$ cat config.mk
export PLATFORM = sky130hd
export DESIGN_NAME = ttc_edge_setup
export DESIGN_NICKNAME = d
export VERILOG_FILES = /design/src/hdl/ttc_pkg.sv /design/src/hdl/ttc_edge_setup.sv
export SDC_FILE = /design/constraint.sdc
export NUM_CORES = 1
export LEC_CHECK = 0
export ABC_AREA = 1
export BUFFER_PORTS_ARGS = -buffer_cell sky130_fd_sc_hd__buf_2
export CORE_ASPECT_RATIO = 1.25
export CORE_MARGIN = 2
export CORE_UTILIZATION = 60
export CTS_CLUSTER_DIAMETER = 120
export DETAILED_ROUTE_END_ITERATION = 12
export GPL_ROUTABILITY_DRIVEN = 0
export HOLD_SLACK_MARGIN = 0.06
export PLACE_DENSITY = 0.8
export SYNTH_ARGS = -nofsm -noshare
export SYNTH_HDL_FRONTEND = slang
export SYNTH_SLANG_ARGS = --single-unit
$ cat constraint.sdc
create_clock -name clk -period 7.4 [get_ports clk]
set_input_delay 0 -clock clk [delete_from_list [all_inputs] [get_ports clk]]
set_output_delay 0 -clock clk [all_outputs]
set_load 0.02 [all_outputs]
$ cat src/hdl/ttc_pkg.sv
// Shared constants and types for the triangle tile coverage block.
package ttc_pkg;

  localparam int TILE_SIDE_DEF  = 8;
  localparam int COORD_BITS_DEF = 12;
  localparam int MASK_BITS      = 64;
  localparam int NUM_EDGES      = 3;

  typedef struct packed {
    logic advance;
    logic valid;
  } pipe_ctrl_t;

endpackage

$ cat src/hdl/ttc_edge_setup.sv
// Edge setup stage: deltas, origin products and top-left flag for one edge.
module ttc_edge_setup #(
  parameter int COORD_BITS = ttc_pkg::COORD_BITS_DEF
) (
  input  logic                             clk,
  input  logic                             advance,
  input  logic signed [COORD_BITS-1:0]     a_x,
  input  logic signed [COORD_BITS-1:0]     a_y,
  input  logic signed [COORD_BITS-1:0]     b_x,
  input  logic signed [COORD_BITS-1:0]     b_y,
  input  logic signed [COORD_BITS-1:0]     t_x,
  input  logic signed [COORD_BITS-1:0]     t_y,
  output logic signed [COORD_BITS:0]       dx_r,
  output logic signed [COORD_BITS:0]       dy_r,
  output logic signed [2*COORD_BITS+1:0]   pa_r,
  output logic signed [2*COORD_BITS+1:0]   pb_r,
  output logic                             top_left_r
);
  import ttc_pkg::*;

  localparam int DW = COORD_BITS + 1;
  localparam int PW = 2 * DW;

  logic signed [DW-1:0] dx_nxt;
  logic signed [DW-1:0] dy_nxt;
  logic signed [DW-1:0] ox;
  logic signed [DW-1:0] oy;
  logic signed [PW-1:0] pa_nxt;
  logic signed [PW-1:0] pb_nxt;
  logic                 top_left_nxt;

  always_comb begin
    dx_nxt       = DW'(b_x) - DW'(a_x);
    dy_nxt       = DW'(b_y) - DW'(a_y);
    ox           = DW'(t_x) - DW'(a_x);
    oy           = DW'(t_y) - DW'(a_y);
    pa_nxt       = PW'(dx_nxt) * PW'(oy);
    pb_nxt       = PW'(dy_nxt) * PW'(ox);
    top_left_nxt = (dy_nxt < 0) || ((dy_nxt == 0) && (dx_nxt > 0));
  end

  always_ff @(posedge clk) begin
    if (advance) begin
      dx_r       <= dx_nxt;
      dy_r       <= dy_nxt;
      pa_r       <= pa_nxt;
      pb_r       <= pb_nxt;
      top_left_r <= top_left_nxt;
    end
  end

endmodule

==> results of run 1 <==
[cells in the final DEF (no fill, tap or decap), drive strengths merged]
| master | instances |
|---|---|
| ha | 181 |
| buf | 165 |
| xnor2 | 25 |
| clkinv | 5 |
| inv | 531 |
| a22oi | 1 |
| nand3b | 6 |
| clkinvlp | 1 |
| o21bai | 7 |
| diode | 1 |
| nor3 | 14 |
| a211oi | 2 |
| a221oi | 1 |
| a31o | 1 |
| fa | 329 |
| clkbuf | 10 |
| nand3 | 63 |
| o21a | 2 |
| a31oi | 5 |
| a21oi | 68 |
| bufinv | 3 |
| nand2 | 440 |
| o31ai | 1 |
| nor2 | 231 |
| or2 | 12 |
| xor2 | 43 |
| edfxtp | 79 |
| nand4 | 20 |
| a21boi | 1 |
| nor4 | 6 |
| o21ai | 30 |
| a21o | 8 |
[flip-flops by register name, indices dropped and copies added, names as in the netlist]
signal,cells
dx_r,13
pb_r,26
pa_r,26
dy_r,13
top_left_r,1
[cells by family (layout without fill, tap and decap cells)]
family | after synthesis | after routing
flip-flops | 79 | 79
AND/OR/NAND/NOR | 792 | 792
adder cells (fa/ha/maj) | 510 | 510
buffers and inverters | 561 | 715
XOR/XNOR | 68 | 68
other | 0 | 1
AO/OA/AOI/OAI | 127 | 127
[path summary, 6_finish.rpt]
path	endpoint	cells after the start	slack [ps]	start
worst max-delay path	pb_r[22]	28	830	b_y[0]
worst min-delay path	dx_r[12]	4	280	b_x[11]
[stage by stage]
step / cells / utilization, % / area, um^2
3_5_place_dp: 2676 / 64.5 / 19300
3_3_place_gp: 2676 / 64.5 / 19300
4_1_cts: 2692 / 65.7 / 19700
5_1_grt: 2693 / 65.7 / 19700
6_report: 2693 / 65.7 / 19700
2_1_floorplan: 2137 / - / 18100
[cell type report]
cell class	instances	area, um^2
antenna	1	2.50
fill	2437	10300
clock buffer	10	229
sequential	79	2370
inverter	534	2000
timing repair buffer	165	861
multi-input combinational	1497	13600
clock inverter	6	118
tap	401	502
[critical path, delay by kind of cell]
kind	cells	cell delay, ps
fa+ha+maj	9	3970
simple gates	12	2050
buf+inv	7	720
[layer usage]
| layer | vias up | track usage [%] | routed length [um] |
|---|---|---|---|
| met5 | - | 0 | 0 |
| met3 | 296 | 5.57 | 3280 |
| met4 | 0 | 26.1 | 4520 |
| met2 | 758 | 56.8 | 23700 |
| li1 | 6715 | - | - |
| met1 | 7130 | 32.4 | 15400 |
==> impl_metrics.env, run 1 <==
export IMPL_finalWirelength_um=46900
export IMPL_grt_pass1_wl_um=77800
export IMPL_die_w_um=159
export IMPL_synth_ff_type="edfxtp_1"
export IMPL_critPathMaxStageDelay_ps=670
export IMPL_finalSetupViolations=0
export IMPL_crit_type="in -> reg"
export IMPL_grt_setup_unrepaired="no"
export IMPL_yosys_area_share_simple_pct=18.1
export IMPL_post_drt_wl_per_cell_um=17.4
export IMPL_post_cts_buffers=0
export IMPL_hp_class="in -> reg"
export IMPL_start_util_pct=60.5
export IMPL_arrival_ps=6730
export IMPL_drtPass1Iterations=8
export IMPL_grt_antenna_before_repair=1
export IMPL_die_h_um=198
export IMPL_antenna_left=0
export IMPL_hold_viol_final=0
export IMPL_synthAdderAreaFrac_pct=48.9
export IMPL_synth_most_common_cell="inv_1"
export IMPL_fin_crit_ps=6570
export IMPL_post_place_ws_ps=508
export IMPL_area_growth_pct=8.59
export IMPL_synth_top_cell_by_area="fa_1"
export IMPL_maxSlewViolCount=0
export IMPL_grt_pass1_vias=16400
export IMPL_post_cts_resized=0
export IMPL_fin_crit_sh_pct=88.8
export IMPL_htree_levels=3
export IMPL_slew_limit_headroom_pct=26.4
export IMPL_grt_max_degree=80
export IMPL_synth_seq_cells=79
export IMPL_fin_setup_tns_ps=0
export IMPL_synth_edf_count=79
export IMPL_rows=71
export IMPL_synthMuxAreaShare_pct=0
export IMPL_synth_xor_area_share_pct=3.87
export IMPL_fmax_mhz=152
export IMPL_num_vias=14900
export IMPL_setup_ws_ps=828
export IMPL_nets=2870
export IMPL_ioPinCount=153
export IMPL_drive_gt1_share_pct=10.9
export IMPL_dieArea_um2=31600
export IMPL_async_flop_share_pct=0
export IMPL_required_ps=7560
export IMPL_path_clk_slew_ps=80
export IMPL_cts_sinks=79
export IMPL_globalRouteOverflowTotal=0
export IMPL_end_kind="register"
export IMPL_path_max_fanout=11
export IMPL_ys_top_cells_by_count="520 x inv_1, 422 x nand2_1, 329 x fa_1, 219 x nor2_1, 181 x ha_1"
export IMPL_synth_cells=2137
export IMPL_drt_iter0_drc=1074
export IMPL_netlist_area_leader_share_pct=36.4
export IMPL_synth_seq_area_share_pct=13.1
export IMPL_root_buffer="clkbuf_16"
export IMPL_ys_top_cells_by_area="fa_1 36%, edfxtp_1 13%, ha_1 13%"
export IMPL_hold_worst_slack_ps=281
export IMPL_crit_slowest_cell="fa_1"
export IMPL_synth_compound_area_share_pct=4.06
export IMPL_synthesis_area_um2=18100
export IMPL_dp_hpwl_um=39800
export IMPL_yosysWarnings=0
export IMPL_status="completed"
export IMPL_core_area_um2=29900
export IMPL_syn_num_nets=2721
export IMPL_cts_hold_buf=0
export IMPL_synth_cell_types=43
export IMPL_grt_usage_pct=31.7
export IMPL_worst_pin_slew_ps=1100
export IMPL_synth_top_family_by_area="adder cells"
export IMPL_clk_path_buf_depth=2
export IMPL_cts_tree="yes"
export IMPL_cap_violations=0
export IMPL_cts_buffers=9
export IMPL_start_kind="primary input"
export IMPL_portBuffers=152
export IMPL_via_per_inst=5.53
export IMPL_synth_avg_cell_area_um2=8.47
export IMPL_drc_errors=0
Power of run 1 is left out: the tool's default activity adds up to more than one toggle a clock period on the data nets, which glitch-free logic cannot reach.
==> run 2, diff against run 1 <==
--- a/config.mk
+++ b/config.mk
@@ -8,7 +8,6 @@
 export ABC_AREA = 1
 export BUFFER_PORTS_ARGS = -buffer_cell sky130_fd_sc_hd__buf_2
 export CORE_ASPECT_RATIO = 1.25
-export CORE_MARGIN = 2
 export CORE_UTILIZATION = 60
 export CTS_CLUSTER_DIAMETER = 120
 export DETAILED_ROUTE_END_ITERATION = 12
==> constraint.sdc (replaced) <==
create_clock -name clk -period 6.95 [get_ports clk]
set_input_delay 0 -clock clk [delete_from_list [all_inputs] [get_ports clk]]
set_output_delay 0 -clock clk [all_outputs]
set_load 0.02 [all_outputs]
==> impl_metrics.env, run 2 (same netlist as run 1, synthesis figures left out) <==
export IMPL_status="completed"
export IMPL_diodes=0
export IMPL_final_common_cell="inv_1"
export IMPL_dieArea_um2=30900
export IMPL_post_drt_wl_per_cell_um=17.8
export IMPL_end_kind="register"
export IMPL_slew_limit_headroom_pct=52.6
export IMPL_grt_antenna_before_repair=2
export IMPL_fin_crit_sh_pct=93.4
export IMPL_arrival_ps=6610
export IMPL_drive_gt1_share_pct=11.8
export IMPL_critPathMaxStageDelay_ps=540
export IMPL_worst_pin_slew_ps=711
export IMPL_grt_setup_unrepaired="no"
export IMPL_die_w_um=157
export IMPL_holdPathEnd="pb_r[8]"
export IMPL_rows=70
export IMPL_drc_errors=0
export IMPL_required_ps=7060
export IMPL_cts_tree="yes"
export IMPL_ioPinCount=153
export IMPL_dp_hpwl_um=40600
export IMPL_globalRouteOverflowTotal=0
export IMPL_multi_input_area_um2=13600
export IMPL_finalWirelength_um=48300
export IMPL_area_growth_pct=9.19
export IMPL_path_clk_slew_ps=70
export IMPL_antenna_left=0
export IMPL_n_fill_cell=2419
export IMPL_nets=2890
export IMPL_drtPass1Iterations=9
export IMPL_fin_crit_ps=6490
export IMPL_htree_levels=3
export IMPL_clk_path_buf_depth=2
export IMPL_crit_slowest_cell="fa_1"
export IMPL_finalSetupViolations=0
export IMPL_num_vias=15000
export IMPL_path_max_fanout=9
export IMPL_drt_iter0_drc=1055
export IMPL_core_area_um2=29400
export IMPL_crit_type="in -> reg"
export IMPL_root_buffer="clkbuf_16"
export IMPL_start_util_pct=61.5
export IMPL_hold_depth=1
export IMPL_cts_buffers=9
export IMPL_grt_pass1_vias=16400
export IMPL_layout_common_cells="519 x inv_1, 422 x nand2_1, 329 x fa_1"
export IMPL_reg_largest_list="pa_r: 26 flops, pb_r: 26 flops"
export IMPL_grt_usage_pct=34.1
export IMPL_grt_pass1_wl_um=79600
export IMPL_fin_setup_tns_ps=0
export IMPL_hp_class="in -> reg"
export IMPL_portBuffers=152
export IMPL_grt_max_degree=54
export IMPL_cts_sinks=79
export IMPL_hold_viol_final=0
export IMPL_regArea_um2=2370
export IMPL_maxSlewViolCount=0
export IMPL_post_cts_buffers=0
export IMPL_fmax_mhz=154
export IMPL_cap_violations=0
export IMPL_hp_start="advance"
export IMPL_start_kind="primary input"
export IMPL_via_per_inst=5.55
export IMPL_die_h_um=196
-- run 2: stage by stage --
stage	cells	hold WS (ps)	utilization, %	setup WS (ps)	cell area (um^2)
CTS	2707	98.1	67.1	499	19800
detailed placement	2691	441	66.1	110	19500
floorplan	2137	112	-	869	18100
global placement	2691	442	66.1	347	19500
finish	2707	108	67.2	457	19800
global route	2707	106	67.2	18.8	19800
-- run 2: cell type report --
| cell class | count | area share (%) |
|---|---|---|
| Inverter | 534 | 10.1 |
| Timing Repair Buffer | 185 | 5.11 |
| Sequential cell | 79 | 12.0 |
| Multi-Input combinational cell | 1497 | 68.7 |
| Clock buffer | 9 | 1.14 |
| Tap cell | 396 | 2.51 |
| Clock inverter | 7 | 0.399 |
-- run 2: critical path: cells and delay by family --
| family | cells | cell delay (ps) |
|---|---|---|
| buffers and inverters | 5 | 480 |
| AOI/OAI and AO/OA | 3 | 430 |
| and+or+nand+nor | 12 | 1570 |
| xor gates and xnor gates | 1 | 60 |
| adders and majority gates | 9 | 4050 |
-- run 2: worst max path at each step --
stage	from	endpoint	slack [ps]
6_report	a_y[0]	pa_r[20]	460
5_1_grt	b_y[0]	pb_r[24]	20
4_1_cts	b_y[0]	pb_r[24]	500
3_5_place_dp	b_y[0]	pb_r[24]	110
3_3_place_gp	a_x[0]	pb_r[18]	350
2_1_floorplan	b_y[0]	pb_r[22]	870
-- run 2: per-layer routing --
metal	part of all wire [%]	up-vias	GRT usage, %
met5	0.019	-	0
met4	8.9	2	26.7
met3	7.6	300	7.73
met2	51	805	60.0
met1	33	7171	34.5
li1	-	6751	-
-- run 2: repair_timing --
item	CTS	global route
gates resized for setup	0	4
hold buffers	0	0
setup endpoints to repair	0	2
Power of run 2 is left out for the same reason.
